File: config.mk
export PLATFORM = sky130hd
export DESIGN_NAME = priority_ready_queue_scheduler_flat
export DESIGN_NICKNAME = d
export VERILOG_FILES = /design/src/rtl/prqs_pkg.sv /design/src/rtl/prqs_if.sv /design/src/rtl/prqs_ready_mem.sv /design/src/rtl/priority_ready_queue_scheduler.sv /design/src/flat_wrapper.sv
export SDC_FILE = /design/constraint.sdc
export NUM_CORES = 1
export LEC_CHECK = 0
export BUFFER_PORTS_ARGS = -buffer_cell sky130_fd_sc_hd__buf_4
export CORE_MARGIN = 2
export CORE_UTILIZATION = 61
export CTS_BUF_LIST = sky130_fd_sc_hd__clkbuf_2
export CTS_CLUSTER_DIAMETER = 30
export DETAILED_ROUTE_END_ITERATION = 8
export PLACE_DENSITY = 0.78
export SKIP_CTS_REPAIR_TIMING = 1
export SYNTH_ARGS = -nofsm -noshare
export SYNTH_HDL_FRONTEND = slang
export SYNTH_SLANG_ARGS = --single-unit
File: constraint.sdc
create_clock -name clk_i -period 14.5 [get_ports clk_i]
set_input_delay 0.725 -clock clk_i [delete_from_list [all_inputs] [get_ports clk_i]]
set_output_delay 0.725 -clock clk_i [all_outputs]
set_load 0.02 [all_outputs]
File: src/rtl/prqs_pkg.sv
// Shared widths, codes and FSM state type for the priority ready queue scheduler.
`default_nettype none

package prqs_pkg;

  // Fixed field widths of the transfer payloads
  localparam int unsigned FUNC_W     = 2;
  localparam int unsigned ID_W       = 4;
  localparam int unsigned PRI_IN_W   = 8;
  localparam int unsigned TIME_IN_W  = 16;
  localparam int unsigned COUNT_W    = 5;
  localparam int unsigned STATUS_W   = 2;

  // Defaults for the top-level parameters
  localparam int unsigned DEF_QUEUE_DEPTH   = 16;
  localparam int unsigned DEF_PRIORITY_BITS = 8;
  localparam int unsigned DEF_TIME_BITS     = 16;

  // Operation codes
  localparam logic [FUNC_W-1:0] FUNC_ENQUEUE = 2'd0;
  localparam logic [FUNC_W-1:0] FUNC_SUSPEND = 2'd1;
  localparam logic [FUNC_W-1:0] FUNC_PREEMPT = 2'd2;

  typedef enum logic [STATUS_W-1:0] {
    STAT_OK    = 2'd0,
    STAT_FULL  = 2'd1,
    STAT_EMPTY = 2'd2
  } status_e;

  typedef enum logic [2:0] {
    ST_IDLE,
    ST_SCAN,
    ST_DECIDE,
    ST_SHIFT,
    ST_FINISH
  } state_e;

endpackage

`default_nettype wire

File: src/rtl/prqs_if.sv
// Valid/ready channel interfaces for scheduler operations and results.
`default_nettype none

interface prqs_in_if import prqs_pkg::*; ();
  logic                 valid;
  logic                 ready;
  logic [FUNC_W-1:0]    func;
  logic [ID_W-1:0]      task_id;
  logic [PRI_IN_W-1:0]  task_priority;
  logic [TIME_IN_W-1:0] enqueue_time;

  modport source (output valid, func, task_id, task_priority, enqueue_time, input ready);
  modport sink   (input valid, func, task_id, task_priority, enqueue_time, output ready);
endinterface

interface prqs_out_if import prqs_pkg::*; ();
  logic                valid;
  logic                ready;
  logic [ID_W-1:0]     running_id;
  logic                running_valid;
  logic                switched;
  logic [COUNT_W-1:0]  ready_count;
  logic [STATUS_W-1:0] status;

  modport source (output valid, running_id, running_valid, switched, ready_count, status,
                  input ready);
  modport sink   (input valid, running_id, running_valid, switched, ready_count, status,
                  output ready);
endinterface

`default_nettype wire

File: src/rtl/prqs_ready_mem.sv
// Ready queue storage: one write port, one read port with registered read data.
`default_nettype none

module prqs_ready_mem import prqs_pkg::*; #(
  parameter int unsigned DEPTH  = DEF_QUEUE_DEPTH,
  parameter int unsigned DATA_W = ID_W + DEF_PRIORITY_BITS + DEF_TIME_BITS
) (
  input  wire logic                     clk_i,
  input  wire logic                     we_i,
  input  wire logic [$clog2(DEPTH)-1:0] waddr_i,
  input  wire logic [DATA_W-1:0]        wdata_i,
  input  wire logic [$clog2(DEPTH)-1:0] raddr_i,
  output      logic [DATA_W-1:0]        rdata_o
);

  logic [DATA_W-1:0] mem [DEPTH];
  logic [DATA_W-1:0] rdata_q;

  always_ff @(posedge clk_i) begin
    if (we_i) begin
      mem[waddr_i] <= wdata_i;
    end
  end

  always_ff @(posedge clk_i) begin
    rdata_q <= mem[raddr_i];
  end

  assign rdata_o = rdata_q;

endmodule

`default_nettype wire

File: src/rtl/priority_ready_queue_scheduler.sv
// Top level of the fixed-priority scheduler with ready queue and one running task.
//
// One operation is taken at a time. Enqueue, full enqueue, suspend or preempt
// with an empty queue and unused codes go straight to the finish state, which
// loads the output register. Otherwise suspend and preempt walk the ready queue
// through the single memory read port, one entry a cycle, through a shared
// priority/time comparator, then, if the chosen task is taken, close the gap
// left by the chosen task one entry a cycle.
// The input is ready again as soon as the result sits in the output register.
`default_nettype none

module priority_ready_queue_scheduler import prqs_pkg::*; #(
  parameter int unsigned QUEUE_DEPTH   = DEF_QUEUE_DEPTH,
  parameter int unsigned PRIORITY_BITS = DEF_PRIORITY_BITS,
  parameter int unsigned TIME_BITS     = DEF_TIME_BITS
) (
  input wire logic clk_i,
  input wire logic rst_ni,
  prqs_in_if.sink    in_i,
  prqs_out_if.source out_o
);

  localparam int unsigned IDX_W   = $clog2(QUEUE_DEPTH);
  localparam int unsigned CNT_W   = $clog2(QUEUE_DEPTH + 1);
  localparam int unsigned ENTRY_W = ID_W + PRIORITY_BITS + TIME_BITS;
  localparam logic [CNT_W-1:0] DepthCnt = CNT_W'(QUEUE_DEPTH);
  localparam logic [CNT_W-1:0] OneCnt   = CNT_W'(1);

  typedef struct packed {
    logic [ID_W-1:0]          id;
    logic [PRIORITY_BITS-1:0] pri;
    logic [TIME_BITS-1:0]     tstamp;
  } entry_t;

  // a ranks strictly ahead of b
  function automatic logic ahead(input entry_t a, input entry_t b);
    logic res;
    if (a.pri != b.pri) begin
      res = a.pri > b.pri;
    end else begin
      res = a.tstamp < b.tstamp;
    end
    return res;
  endfunction

  state_e            state_q, state_d;
  logic [CNT_W-1:0]  size_q, size_d;
  logic              present_q, present_d;
  logic [IDX_W-1:0]  ptr_q, ptr_d;
  logic [FUNC_W-1:0] func_q, func_d;
  logic              swap_q, swap_d;
  logic              sw_q, sw_d;
  status_e           status_q, status_d;
  logic              out_valid_q, out_valid_d;

  entry_t            running_q, running_d;
  entry_t            best_q, best_d;
  logic [IDX_W-1:0]  best_idx_q, best_idx_d;
  entry_t            hold_q, hold_d;
  logic [ID_W-1:0]   out_id_q, out_id_d;
  logic              out_rv_q, out_rv_d;
  logic              out_sw_q, out_sw_d;
  logic [COUNT_W-1:0] out_cnt_q, out_cnt_d;
  status_e           out_stat_q, out_stat_d;

  logic              mem_we;
  logic [IDX_W-1:0]  mem_waddr;
  entry_t            mem_wdata;
  logic [IDX_W-1:0]  mem_raddr;
  logic [ENTRY_W-1:0] mem_rdata;
  entry_t            rd_entry;

  entry_t            cmp_a, cmp_b;
  logic              cmp_ahead;
  logic              in_fire;
  logic [CNT_W-1:0]  ptr_next_cnt;

  prqs_ready_mem #(
    .DEPTH  (QUEUE_DEPTH),
    .DATA_W (ENTRY_W)
  ) u_mem (
    .clk_i   (clk_i),
    .we_i    (mem_we),
    .waddr_i (mem_waddr),
    .wdata_i (mem_wdata),
    .raddr_i (mem_raddr),
    .rdata_o (mem_rdata)
  );

  assign rd_entry     = entry_t'(mem_rdata);
  assign in_i.ready   = (state_q == ST_IDLE);
  assign in_fire      = in_i.valid && in_i.ready;
  assign ptr_next_cnt = CNT_W'(ptr_q) + OneCnt;

  // Shared comparator: scan candidate vs. best so far, or best vs. running
  always_comb begin
    if (state_q == ST_DECIDE) begin
      cmp_a = best_q;
      cmp_b = running_q;
    end else begin
      cmp_a = rd_entry;
      cmp_b = best_q;
    end
  end
  assign cmp_ahead = ahead(cmp_a, cmp_b);

  always_comb begin
    state_d     = state_q;
    size_d      = size_q;
    present_d   = present_q;
    ptr_d       = ptr_q;
    func_d      = func_q;
    swap_d      = swap_q;
    sw_d        = sw_q;
    status_d    = status_q;
    out_valid_d = out_valid_q;
    running_d   = running_q;
    best_d      = best_q;
    best_idx_d  = best_idx_q;
    hold_d      = hold_q;
    out_id_d    = out_id_q;
    out_rv_d    = out_rv_q;
    out_sw_d    = out_sw_q;
    out_cnt_d   = out_cnt_q;
    out_stat_d  = out_stat_q;
    mem_we      = 1'b0;
    mem_waddr   = ptr_q;
    mem_wdata   = rd_entry;
    mem_raddr   = IDX_W'(ptr_next_cnt);

    if (out_valid_q && out_o.ready) begin
      out_valid_d = 1'b0;
    end

    case (state_q)
      ST_IDLE: begin
        mem_raddr = '0;
        if (in_fire) begin
          func_d   = in_i.func;
          swap_d   = 1'b0;
          sw_d     = 1'b0;
          status_d = STAT_OK;
          ptr_d    = '0;
          state_d  = ST_FINISH;
          case (in_i.func)
            FUNC_ENQUEUE: begin
              if (size_q == DepthCnt) begin
                status_d = STAT_FULL;
              end else begin
                mem_we           = 1'b1;
                mem_waddr        = IDX_W'(size_q);
                mem_wdata.id     = in_i.task_id;
                mem_wdata.pri    = PRIORITY_BITS'(in_i.task_priority);
                mem_wdata.tstamp = TIME_BITS'(in_i.enqueue_time);
                size_d           = size_q + OneCnt;
              end
            end
            FUNC_SUSPEND, FUNC_PREEMPT: begin
              if (size_q == '0) begin
                // preempt with a running task and nothing ready: no change
                if (in_i.func == FUNC_SUSPEND || !present_q) begin
                  sw_d      = present_q;
                  present_d = 1'b0;
                  status_d  = STAT_EMPTY;
                end
              end else begin
                state_d = ST_SCAN;
              end
            end
            default: begin
            end
          endcase
        end
      end

      ST_SCAN: begin
        if (ptr_q == '0 || cmp_ahead) begin
          best_d     = rd_entry;
          best_idx_d = ptr_q;
        end
        if (ptr_next_cnt == size_q) begin
          state_d = ST_DECIDE;
        end else begin
          ptr_d = IDX_W'(ptr_next_cnt);
        end
      end

      ST_DECIDE: begin
        // prefetch the entry behind the winner for the compaction pass
        mem_raddr = IDX_W'(CNT_W'(best_idx_q) + OneCnt);
        ptr_d     = best_idx_q;
        if (func_q == FUNC_SUSPEND || !present_q) begin
          running_d = best_q;
          present_d = 1'b1;
          sw_d      = 1'b1;
          state_d   = ST_SHIFT;
        end else if (cmp_ahead) begin
          hold_d    = running_q;
          running_d = best_q;
          swap_d    = 1'b1;
          sw_d      = 1'b1;
          state_d   = ST_SHIFT;
        end else begin
          state_d = ST_FINISH;
        end
      end

      ST_SHIFT: begin
        mem_raddr = IDX_W'(ptr_next_cnt + OneCnt);
        if (ptr_next_cnt < size_q) begin
          mem_we = 1'b1;
          ptr_d  = IDX_W'(ptr_next_cnt);
        end else begin
          // last slot: displaced task goes to the tail, else shrink
          if (swap_q) begin
            mem_we    = 1'b1;
            mem_wdata = hold_q;
          end else begin
            size_d = size_q - OneCnt;
          end
          state_d = ST_FINISH;
        end
      end

      ST_FINISH: begin
        if (!out_valid_q || out_o.ready) begin
          out_valid_d = 1'b1;
          out_id_d    = present_q ? running_q.id : '0;
          out_rv_d    = present_q;
          out_sw_d    = sw_q;
          out_cnt_d   = COUNT_W'(size_q);
          out_stat_d  = status_q;
          state_d     = ST_IDLE;
        end
      end

      default: begin
        state_d = ST_IDLE;
      end
    endcase
  end

  always_ff @(posedge clk_i or negedge rst_ni) begin
    if (!rst_ni) begin
      state_q     <= ST_IDLE;
      size_q      <= '0;
      present_q   <= 1'b0;
      ptr_q       <= '0;
      func_q      <= FUNC_ENQUEUE;
      swap_q      <= 1'b0;
      sw_q        <= 1'b0;
      status_q    <= STAT_OK;
      out_valid_q <= 1'b0;
    end else begin
      state_q     <= state_d;
      size_q      <= size_d;
      present_q   <= present_d;
      ptr_q       <= ptr_d;
      func_q      <= func_d;
      swap_q      <= swap_d;
      sw_q        <= sw_d;
      status_q    <= status_d;
      out_valid_q <= out_valid_d;
    end
  end

  always_ff @(posedge clk_i) begin
    running_q  <= running_d;
    best_q     <= best_d;
    best_idx_q <= best_idx_d;
    hold_q     <= hold_d;
    out_id_q   <= out_id_d;
    out_rv_q   <= out_rv_d;
    out_sw_q   <= out_sw_d;
    out_cnt_q  <= out_cnt_d;
    out_stat_q <= out_stat_d;
  end

  assign out_o.valid         = out_valid_q;
  assign out_o.running_id    = out_id_q;
  assign out_o.running_valid = out_rv_q;
  assign out_o.switched      = out_sw_q;
  assign out_o.ready_count   = out_cnt_q;
  assign out_o.status        = out_stat_q;

`ifndef SYNTHESIS
  a_size_bound: assert property (@(posedge clk_i) disable iff (!rst_ni)
    size_q <= DepthCnt)
    else $error("ready queue size beyond depth");

  a_enq_grows: assert property (@(posedge clk_i) disable iff (!rst_ni)
    in_fire && in_i.func == FUNC_ENQUEUE && size_q != DepthCnt |=>
      size_q == $past(size_q) + OneCnt)
    else $error("enqueue did not grow the ready queue");

  a_idle_result: assert property (@(posedge clk_i) disable iff (!rst_ni)
    out_o.valid && !out_o.running_valid |-> out_o.running_id == '0)
    else $error("running id reported with no running task");

  a_scan_nonempty: assert property (@(posedge clk_i) disable iff (!rst_ni)
    state_q == ST_SCAN |-> size_q != '0 && ptr_next_cnt <= size_q)
    else $error("scan outside the ready queue");
`endif

endmodule

`default_nettype wire

File: src/flat_wrapper.sv
// flat-port wrapper written by rule: the top's interface ports become plain ports
module priority_ready_queue_scheduler_flat import prqs_pkg::*;
#(
  parameter int unsigned QUEUE_DEPTH   = DEF_QUEUE_DEPTH,
  parameter int unsigned PRIORITY_BITS = DEF_PRIORITY_BITS,
  parameter int unsigned TIME_BITS     = DEF_TIME_BITS
)
  (clk_i, rst_ni, in_i_valid, in_i_func, in_i_task_id, in_i_task_priority, in_i_enqueue_time, in_i_ready, out_o_valid, out_o_running_id, out_o_running_valid, out_o_switched, out_o_ready_count, out_o_status, out_o_ready);
  prqs_in_if in_i_i ();
  prqs_out_if out_o_i ();
  input wire logic clk_i;
  input wire logic rst_ni;
  input wire logic [$bits(in_i_i.valid)-1:0] in_i_valid;
  input wire logic [$bits(in_i_i.func)-1:0] in_i_func;
  input wire logic [$bits(in_i_i.task_id)-1:0] in_i_task_id;
  input wire logic [$bits(in_i_i.task_priority)-1:0] in_i_task_priority;
  input wire logic [$bits(in_i_i.enqueue_time)-1:0] in_i_enqueue_time;
  output wire logic [$bits(in_i_i.ready)-1:0] in_i_ready;
  output wire logic [$bits(out_o_i.valid)-1:0] out_o_valid;
  output wire logic [$bits(out_o_i.running_id)-1:0] out_o_running_id;
  output wire logic [$bits(out_o_i.running_valid)-1:0] out_o_running_valid;
  output wire logic [$bits(out_o_i.switched)-1:0] out_o_switched;
  output wire logic [$bits(out_o_i.ready_count)-1:0] out_o_ready_count;
  output wire logic [$bits(out_o_i.status)-1:0] out_o_status;
  input wire logic [$bits(out_o_i.ready)-1:0] out_o_ready;
  assign in_i_i.valid = in_i_valid;
  assign in_i_i.func = in_i_func;
  assign in_i_i.task_id = in_i_task_id;
  assign in_i_i.task_priority = in_i_task_priority;
  assign in_i_i.enqueue_time = in_i_enqueue_time;
  assign in_i_ready = in_i_i.ready;
  assign out_o_valid = out_o_i.valid;
  assign out_o_running_id = out_o_i.running_id;
  assign out_o_running_valid = out_o_i.running_valid;
  assign out_o_switched = out_o_i.switched;
  assign out_o_ready_count = out_o_i.ready_count;
  assign out_o_status = out_o_i.status;
  assign out_o_i.ready = out_o_ready;
  priority_ready_queue_scheduler #(.QUEUE_DEPTH(QUEUE_DEPTH), .PRIORITY_BITS(PRIORITY_BITS), .TIME_BITS(TIME_BITS)) u_core (.clk_i(clk_i), .rst_ni(rst_ni), .in_i(in_i_i), .out_o(out_o_i));
endmodule
# Word-level counts from Yosys, hierarchy flattened
# Memories as Yosys holds them, arrays and structs flattened. A register that Yosys moved wholly into a read port is not among the register bits.
# Index checks and enable logic that the tools add are counted.
dict set report totals {
  ramBits 448
  regBits 121
  output_inout_bits 15
  inputBits 34
  memories 1
}
dict set report classes {
  n_reduce_logical 28
  n_eq_ne 26
  addsub 5
  n_bitwise 1
  order_cmp 3
  n_mux 66
}
# memory depth width rd rd_clocked_by_memory_dff write_ports line_no
set memory_table {}
lappend memory_table {u_core.u_mem.mem 16 28 1 1 1 prqs_ready_mem.sv:16} ;# logic [DATA_W-1:0] mem [DEPTH];
# operator n
set op_table {}
lappend op_table {{two-way mux 28 bit} 7}
lappend op_table {{case mux 28 bit (2 select lines)} 1}
lappend op_table {{two-way mux 24 bit} 2}
lappend op_table {{two-way mux 4 bit} 7}
lappend op_table {{two-way mux 1 bit} 25}
lappend op_table {{two-way mux 5 bit} 5}
lappend op_table {{two-way mux 3 bit} 8}
lappend op_table {{inequality test 2 bit, second input constant} 11}
lappend op_table {{< comparator 16 bit} 1}
lappend op_table {{case mux 4 bit (4 select lines)} 1}
lappend op_table {{case mux 3 bit (5 select lines)} 1}
lappend op_table {{case mux 4 bit (3 select lines)} 1}
lappend op_table {{AND reduction 4 bit} 3}
lappend op_table {{AND reduction 6 bit} 2}
lappend op_table {{case mux 5 bit (2 select lines)} 1}
lappend op_table {{adder 4 x 1 -> 4 bit, second input constant} 2}
lappend op_table {{> comparator 8 bit} 1}
lappend op_table {{inequality test 2 x 1 -> 1 bit, second input constant} 4}
lappend op_table {{inequality test 8 bit} 1}
lappend op_table {{case mux 1 bit (2 select lines)} 4}
lappend op_table {{AND reduction 2 bit} 4}
lappend op_table {{== test 3 x 2 -> 1 bit, second input constant} 2}
lappend op_table {{AND reduction 3 bit} 2}
lappend op_table {{nonzero test 2 bit} 3}
lappend op_table {{other kinds (23)} 30}

# Logic depth before layout (Yosys ltp)
# Gate-level depths: netlist (run 1).
dict set report depth {
  depth_word 7
  depth_mapped 14
  depth_no_buf 11
}

# Modules after synthesis
# A second synthesis (run 1) with hierarchy kept.
dict set report hier_totals {
  hier_cells 1287
  area_unflattened_um2 23754.0
}
# mod cells_per_inst instances area_each_um2
set by_module_without_submodules {}
lappend by_module_without_submodules {prqs_ready_mem 735 1 17523.1}
lappend by_module_without_submodules {priority_ready_queue_scheduler 552 1 6231.0}

# Least setup slack after synthesis (run 1)
# OpenSTA, ideal clock, no wires.
dict set report synth_path {
  path_kind {register to register}
  start {register u_core.state_q[0]}
  end {register u_core.best_idx_q[0] (enable)}
  period_less_slack_ps 5728
  path_stages_with_launch 13
  slack_ps 8772
  path_buffers 3
  required_ps 14030
  t_arrival_ps 5258
  cell_sequence {dfrtp_1 buf_4 nor3b_1 buf_2 buf_1 mux2i_1 ha_1 nand4_1 or2_2 a2111o_1 a41o_1 and2_1 a211oi_1}
}
dict set report synth_between {
  elab_chain_cells 6
}
# element line_no
set synth_rtl {}
lappend synth_rtl {{start: declaration} priority_ready_queue_scheduler.sv:46} ;# state_e state_q, state_d;
lappend synth_rtl {{start signal: assignment} priority_ready_queue_scheduler.sv:255} ;# state_q <= state_d;
lappend synth_rtl {{== test 3 x 2 -> 1 bit} priority_ready_queue_scheduler.sv:97} ;# if (state_q == ST_DECIDE) begin
lappend synth_rtl {{two-way mux 24 bit} priority_ready_queue_scheduler.sv:97}
lappend synth_rtl {{< comparator 16 bit (tied with other cells)} priority_ready_queue_scheduler.sv:41} ;# res = a.tstamp < b.tstamp;
lappend synth_rtl {{two-way mux 1 bit} priority_ready_queue_scheduler.sv:38} ;# if (a.pri != b.pri) begin
lappend synth_rtl {{logical OR 1 bit} priority_ready_queue_scheduler.sv:177} ;# if (ptr_q == '0 || cmp_ahead) begin
lappend synth_rtl {{AND reduction 2 bit (no line) *} --}
lappend synth_rtl {{end signal: assignment} priority_ready_queue_scheduler.sv:270} ;# best_idx_q <= best_idx_d;
lappend synth_rtl {{end: declaration} priority_ready_queue_scheduler.sv:58} ;# logic [IDX_W-1:0] best_idx_q, best_idx_d;
# Mark *: on every way between the ends. The rest lies on a longest branch, timed or not.
# A chain may end at the register's enable or synchronous reset.

# Worst setup path in the final report (run 1)
dict set report layout_path {
  start {register u_core.state_q[1]}
  end {register u_core.running_q[17] (netlist name) (enable)}
}
dict set report layout_between {
  elab_chain_cells 6
}
# element line_no
set layout_rtl {}
lappend layout_rtl {{== test 3 x 2 -> 1 bit *} {priority_ready_queue_scheduler.sv:97, priority_ready_queue_scheduler.sv:135}}
lappend layout_rtl {{two-way mux 24 bit} priority_ready_queue_scheduler.sv:97}
lappend layout_rtl {{< comparator 16 bit (tied with other cells)} priority_ready_queue_scheduler.sv:41}
lappend layout_rtl {{two-way mux 1 bit} priority_ready_queue_scheduler.sv:38}
lappend layout_rtl {{nonzero test 2 bit (no line)} --}
lappend layout_rtl {{AND reduction 2 bit (no line) *} --}
lappend layout_rtl {{end signal: assignment} priority_ready_queue_scheduler.sv:268} ;# running_q <= running_d;
lappend layout_rtl {{end: declaration} priority_ready_queue_scheduler.sv:56} ;# entry_t running_q, running_d;
# Marked as above.

==> results_dict.tcl, run 1 <==
set metrics [dict create \
    clkLatencyLatePin_ns 1.04 \
    final-setup-viol-count 0 \
    ys.flop_type "edfxtp_1" \
    num_vias 14364 \
    count_of_nets_after_finishing 1774 \
    final_hold_viol_count 0 \
    post-route-worst-setup-slack_ns 9.50 \
    p_sw_uw 2300 \
    floorplan.initialDensity_pct 61.5 \
    grt_max_degree 162 \
    antenna_violating_nets_post_route 0 \
    finalCritPeriodShare_pct 34.5 \
    number_of_clock_buffers_inserted_by_tritoncts 142 \
    worstPathRequired_ns 15.13 \
    run_status "finished, final reports clean" \
    detail_route.vias_per_cell 6.12 \
    final_layout_size_suffix_gt1_share_pct 22.0 \
    n_fill_cell 2542 \
    clk_transition_reported_paths_ns 0.11 \
    vdd.ir_drop.worst_mv 0.317 \
    yosysSeqAreaShare_pct 72.1 \
    detailedPlace.worstSlack_ns 9.57 \
    wl_per_cell_microns 23.2 \
    finalCriticalPeriod_ns 5.00 \
    endpoint_kind "register" \
    globalplace.congestion 0.877 \
    postSynthRegisterBits 597 \
    worst_r2r_path_depth 10 \
    syn_inst 1534 \
    dieWidth_microns 204 \
    finClkSkew_ns 0.0635 \
    synth.net_count 1606 \
    die_area_sq_um 41500 \
    leakagePower_uw 0.00997 \
    pin_count 49 \
    rrSetupSlack_ns 9.50 \
    drtPass1Iterations 6 \
    synth.yosys.warnings 0 \
    hpwlAfterDp_mm 28.8 \
    htreeDepth 4 \
    antenna_violations_before_repair 1 \
    worst_path_max_delay_cell "inv_1" \
    hold_path_class "primary input to asynchronous set/reset pin" \
    critPathCapture "u_core.running_q[17]" \
    worst_pin_slew_ns 1.15 \
    rr_endpoint "u_core.running_q[17]" \
    cp.arrival_ns 5.63 \
    part_of_the_total_power_dissipated_in_sequential_elements_pct 40.3 \
    synth_area_sq_um 24300 \
    tritoncts_num_sinks 597 \
    max_freq_ghz 0.200 \
    placement_rows 73 \
    globalRouteTotalUtil_pct 26.7 \
    finalSetupTns_ns 0 \
    synthDistinctLibCells 66 \
    timing.final.max_slew_violations 0 \
    clock_power_share_pct 19.5 \
    timing.critical_path.from "u_core.state_q[1]" \
    routed_wl_mm 54.5 \
    maxCapViolCount 0 \
    cell_internal_pwr_uw 3820 \
    max-slew-margin-rel_pct 23.0 \
    rr_startpoint "u_core.state_q[1]" \
    die_y_microns 204 \
    clockBufferDepth 3 \
    power_per_cell_area_nw_per_um2 226 \
    globalRoute.totalOverflow 0 \
    synth_enable_flop_cells 549 \
    worst-path-max-fanout 50 \
    synth_area_per_cell_sq_um 15.9 \
    worstSetupStartpointType "register" \
    area.growth.synth_to_final_pct 11.2 \
    tritoncts_clock_tree "done" \
    cts_root_buf "clkbuf_2" \
    grt_pass1_wl_mm 82.0 \
    critPathKind "register to register" \
    drc_errors 0 \
    synth_async_sr_flop_share_pct 3.35 \
    fraction_of_power_consumed_by_combinational_cells_pct 40.3 \
    sequence_of_cells_on_the_critical_path "nor3b_2 -> buf_4 -> mux2i_1 -> ha_1 -> nand4_1 -> or2_2 -> a2111o_1 -> a41o_1 -> a31o_2 -> inv_1" \
    grt_pass1_vias 14065 \
    setup_repair_after_global_routing_missed_its_margin "false" \
    floorplan.core_area_sq_um 39500 \
    port_buffers 48 \
    critical_path.max_stage_delay_ns 0.83 \
    p_sw_share_pct 37.6 \
    detailedRoute.firstIterationViolations 1645 \
]
==> flip-flops by register name, summed over array words and instances (netlist names), 2 cells and up <==
signal and count:
u_core.best_q 28, u_core.status_q 2, u_core.u_mem.rdata_o 28, u_core.ptr_q 4, u_core.best_idx_q 4, u_core.size_q 5, u_core.out_o.status 2, u_core.u_mem.mem 448
u_core.out_o.ready_count 5, u_core.out_o.running_id 4, u_core.hold_q 28, u_core.func_q 2, u_core.state_q 3, u_core.running_q 28
==> cell families (layout without fill, tap and decap cells) <==
group / count (synthesis) / after routing / synth area share, %
compound gates: 241 / 241 / 7.99
xor+xnor: 9 / 9 / 0.386
fa+ha+maj: 38 / 38 / 1.98
buf+inv: 103 / 389 / 2.40
flops: 597 / 597 / 72.1
mux: 228 / 228 / 9.53
other cells: 0 / 1 / 0
simple gates: 318 / 318 / 5.61
==> metrics by stage <==
stage	power (uW)	cell area [sq um]	utilization [%]	hold WS [ns]	instances
4_1_cts	6110	27000	68.3	-0.525	2341
6_report	6120	27100	68.4	0.0821	2346
5_1_grt	6440	27100	68.4	0.0514	2346
3_3_place_gp	4850	25500	64.5	0.421	2079
2_1_floorplan	4240	24300	-	0.400	1534
3_5_place_dp	4910	25500	64.5	0.433	2079
==> per-layer routing <==
metal	vias to the layer above	track usage (%)	part of all wire, %
met1	7061	37.0	40
met4	0	10.0	2.2
met3	97	5.86	10
li1	6451	-	-
met5	-	0	0
met2	755	42.1	48
==> how the worst min path moves through the flow <==
stage / startpoint / end / slack (ns) / cells after the start
floorplan: u_core.best_q[24] / u_core.running_q[24] / 0.40 / 0
global route: rst_ni / u_core.size_q[2] / 0.05 / 2
CTS: rst_ni / u_core.size_q[2] / -0.52 / 1
finish: rst_ni / u_core.size_q[2] / 0.08 / 2
detailed placement: u_core.best_q[24] / u_core.running_q[24] / 0.43 / 0
global placement: u_core.running_q[26] / u_core.hold_q[26] / 0.42 / 0
==> placed cells by master, fill, tap and decap left out, types with 6 or more instances in the layout <==
cell | Yosys | final
bufinv_16 | 0 | 9
mux2i_1 | 198 | 198
a21o_1 | 6 | 6
ha_1 | 37 | 37
clkbuf_2 | 0 | 204
nor3_1 | 8 | 7
buf_4 | 28 | 105
nand2b_1 | 7 | 7
a221oi_1 | 56 | 56
nor2_1 | 26 | 9
a32o_1 | 57 | 57
o21ai_0 | 35 | 35
nand4_1 | 7 | 7
nor2b_1 | 6 | 6
dfrtp_1 | 20 | 20
nand2_1 | 229 | 229
mux2_2 | 30 | 30
nand3_1 | 10 | 10
and2_1 | 8 | 8
clkinv_1 | 0 | 35
nor2_4 | 0 | 16
a21oi_1 | 16 | 15
dfxtp_1 | 28 | 28
a22oi_1 | 30 | 30
edfxtp_1 | 549 | 549
inv_1 | 17 | 17
==> cells in the mapped netlist, drive strengths merged (6+ instances only) <==
cell type,count,area share [%]
nor3,9,0.21
buf,72,1.9
a21o,6,0.19
a221oi,57,2.1
nor2,26,0.40
nand3,11,0.25
nand2b,7,0.18
dfrtp,20,2.1
a21oi,16,0.33
edfxtp,549,68
inv,17,0.26
nand2,230,3.6
mux2,30,1.4
a32o,57,2.3
o21ai,37,0.76
ha,37,1.9
nand4,7,0.18
a22oi,30,0.93
clkbuf,14,0.22
mux2i,198,8.1
and2,8,0.21
dfxtp,28,2.3
nor2b,6,0.15
==> power groups by stage <==
stage               registers, uW  logic [uW]  clock network (uW)
floorplan                    2440        1800                   0
global placement             2490        2360                   0
detailed placement           2500        2410                   0
CTS                          2460        2440                1210
global route                 2480        2660                1300
finish                       2460        2470                1190
==> layout make-up <==
cell class | instances | area, sq um | share of cell area (%)
diodes | 1 | 2.50 | 0.00925
well taps | 525 | 657 | 2.43
clock buffers | 204 | 1020 | 3.77
repair buffers | 110 | 848 | 3.14
clock inverters | 58 | 488 | 1.80
flip-flops and latches | 597 | 17500 | 64.9
inverters | 17 | 63.8 | 0.236
multi-input cells | 834 | 6420 | 23.8
==> critical path: cells and delay by family, from the launching register on <==
| family | cells | cell delay, ns |
|---|---|---|
| flops | 1 | 0.71 |
| buf+inv | 2 | 1.43 |
| simple gates | 3 | 0.88 |
| compound gates | 3 | 0.92 |
| fa+ha+maj | 1 | 0.36 |
| mux | 1 | 0.23 |
Note: power is estimated with default switching activity, not from simulation.
==> run 2: changes to the inputs <==
--- a/config.mk
+++ b/config.mk
@@ -7,11 +7,11 @@
 export LEC_CHECK = 0
 export BUFFER_PORTS_ARGS = -buffer_cell sky130_fd_sc_hd__buf_4
 export CORE_MARGIN = 2
-export CORE_UTILIZATION = 61
+export CORE_UTILIZATION = 59
 export CTS_BUF_LIST = sky130_fd_sc_hd__clkbuf_2
 export CTS_CLUSTER_DIAMETER = 30
 export DETAILED_ROUTE_END_ITERATION = 8
-export PLACE_DENSITY = 0.78
+export PLACE_DENSITY = 0.79
 export SKIP_CTS_REPAIR_TIMING = 1
 export SYNTH_ARGS = -nofsm -noshare
 export SYNTH_HDL_FRONTEND = slang
==> constraint.sdc (replaced) <==
create_clock -name clk_i -period 4.6 [get_ports clk_i]
set_input_delay 0.23 -clock clk_i [delete_from_list [all_inputs] [get_ports clk_i]]
set_output_delay 0.23 -clock clk_i [all_outputs]
set_load 0.02 [all_outputs]
==> run 2 against run 1 <==
Compared with the run above:
- non-clock buffer count increased by 60
- sequential share of layout area fell by 1.4 points
- combinational power grew to 3.4 times the previous value
- clock power grew to 3.0 times the previous value
- die area up 3.3%
- global-route usage is 0.25 points lower
- core utilization decreased by 0.59 points
- critical endpoint is now u_core.u_mem.mem[13][26]
- highest routed layer unchanged
==> results_dict.tcl, run 2 (synthesis gave the netlist of run 1 again) <==
set metrics [dict create \
    run_status "finished, final reports clean" \
    detailedRoute.firstIterationViolations 1448 \
    cts_root_buf "clkbuf_2" \
    hp-start "in_i_valid" \
    power_per_cell_area_nw_per_um2 709 \
    clk_transition_reported_paths_ns 0.10 \
    worst_hold_path.endpoint "u_core.sw_q" \
    largest_register_ffs 448 \
    rr_endpoint "u_core.u_mem.mem[13][26]" \
    tritoncts_clock_tree "done" \
    floorplan.initialDensity_pct 59.7 \
    cp.arrival_ns 4.98 \
    placement_rows 74 \
    drtPass1Iterations 5 \
    finalSetupTns_ns 0 \
    hold_depth 5 \
    final_core_util_pct 67.8 \
    fraction_of_power_consumed_by_combinational_cells_pct 42.4 \
    worstSetupStartpointType "register" \
    worst-path-max-fanout 17 \
    max-slew-margin-rel_pct 26.4 \
    number_of_clock_buffers_inserted_by_tritoncts 149 \
    die_y_microns 207 \
    p_sw_uw 7560 \
    routed_wl_mm 56.9 \
    finalInstanceArea_sq_um 27600 \
    clock_power_share_pct 18.1 \
    p_sw_share_pct 38.6 \
    area.growth.synth_to_final_pct 13.5 \
    htreeDepth 4 \
    hold_path_class "primary input to register" \
    leakagePower_uw 0.0102 \
    wl_per_cell_microns 23.6 \
    cell_internal_pwr_uw 12000 \
    final_hold_viol_count 0 \
    globalRouteTotalUtil_pct 26.5 \
    final_layout_size_suffix_gt1_share_pct 22.9 \
    dpl_cell_area_sq_um 25800 \
    sequential_cell_area_sq_um 17500 \
    antenna_violating_nets_post_route 0 \
    rr_startpoint "u_core.ptr_q[0]" \
    layout_common_cells "edfxtp_1, nand2_1, clkbuf_2" \
    finalCriticalPeriod_ns 4.16 \
    finalCritPeriodShare_pct 90.5 \
    detailedPlace.worstSlack_ns 0.501 \
    antenna_violations_before_repair 1 \
    grt_pass1_wl_mm 85.5 \
    timing.hold.ws_ns 0.174 \
    floorplan.core_area_sq_um 40700 \
    port_buffers 48 \
    globalRoute.totalOverflow 0 \
    count_of_nets_after_finishing 1841 \
    register_with_the_highest_flop_count "u_core.u_mem.mem" \
    critPathKind "register to register" \
    max_freq_ghz 0.240 \
    layout.cells.most_common "edfxtp_1" \
    final-setup-viol-count 0 \
    globalplace.congestion 0.865 \
    endpoint_kind "register" \
    setup_repair_after_global_routing_missed_its_margin "false" \
    worstPathRequired_ns 5.41 \
    clockBufferDepth 3 \
    post-route-worst-setup-slack_ns 0.437 \
    n_fill_cell 2706 \
    finClkSkew_ns 0.0730 \
    clkLatencyLatePin_ns 1.11 \
    pin_count 49 \
    die_area_sq_um 42900 \
    worst_pin_slew_ns 1.10 \
    detail_route.vias_per_cell 6.07 \
    num_vias 14669 \
    grt_pass1_vias 14836 \
    multi_input_area_sq_um 6420 \
    rrSetupSlack_ns 0.44 \
    hpwlAfterDp_mm 33.2 \
    dieWidth_microns 207 \
    timing.final.max_slew_violations 0 \
    part_of_the_total_power_dissipated_in_sequential_elements_pct 39.5 \
    vdd.ir_drop.worst_mv 0.540 \
    maxCapViolCount 0 \
    worst_r2r_path_depth 10 \
    drc_errors 0 \
    tritoncts_num_sinks 597 \
    grt_max_degree 57 \
]
## run 2: cell count changes in the layout (fill, tap and decap cells not counted)
| cell | delta |
|---|---|
| inv_6 | -1 |
| buf_12 | +11 |
| clkinv_2 | +3 |
| clkinvlp_4 | +2 |
| clkbuf_2 | +8 |
| clkinv_1 | -3 |
| bufinv_16 | -5 |
| buf_4 | +14 |
| clkinv_4 | -1 |
| dlygate4sd3_1 | +35 |
## run 2: metrics by stage
stage	std cells	total power (uW)
2_1_floorplan	1534	13400
3_3_place_gp	2110	15800
3_5_place_dp	2110	16000
4_1_cts	2375	19500
5_1_grt	2416	20600
6_report	2416	19600
## run 2: critical path: stages, from the launching register on
cell and delay, ns:
dfrtp_1 0.58, inv_1 0.21, ha_1 0.43, ha_1 0.33, nor2b_1 0.14, o211ai_1 0.13, a311oi_1 0.57, nor3_1 0.14
a32oi_1 0.83, nor2_4 0.28, buf_12 0.27
## run 2: layout make-up
cell class | instances | share of cell area, %
inverter | 17 | 0.231
timing repair buffer | 170 | 5.52
clock inverter | 53 | 1.23
tap | 532 | 2.41
multi-input combinational | 834 | 23.3
sequential | 597 | 63.5
antenna | 1 | 0.00906
clock buffer | 212 | 3.84
## run 2: worst max-delay path by stage
| stage | start | to | slack (ns) | cells after the start |
|---|---|---|---|---|
| floorplan | u_core.state_q[0] | u_core.hold_q[0] | 0.06 | 12 |
| global placement | u_core.ptr_q[0] | u_core.u_mem.mem[8][3] | 0.59 | 10 |
| detailed placement | u_core.ptr_q[0] | u_core.u_mem.mem[9][0] | 0.50 | 10 |
| CTS | u_core.ptr_q[0] | u_core.u_mem.mem[9][24] | 0.47 | 10 |
| global route | u_core.ptr_q[0] | u_core.u_mem.mem[13][26] | 0.30 | 10 |
| finish | u_core.ptr_q[0] | u_core.u_mem.mem[13][26] | 0.44 | 10 |
## run 2: power by group through the flow
stage	logic (uW)	registers (uW)	clock network (uW)
floorplan	5700	7670	0
global placement	7950	7810	0
detailed placement	8130	7840	0
CTS	8190	7720	3630
global route	8960	7780	3880
finish	8300	7740	3550
## run 2: per-layer routing
layer	GRT usage [%]	wire [microns]
met1	35.6	22800
met2	40.9	26900
met3	7.00	5410
met4	12.2	1790
met5	0	0
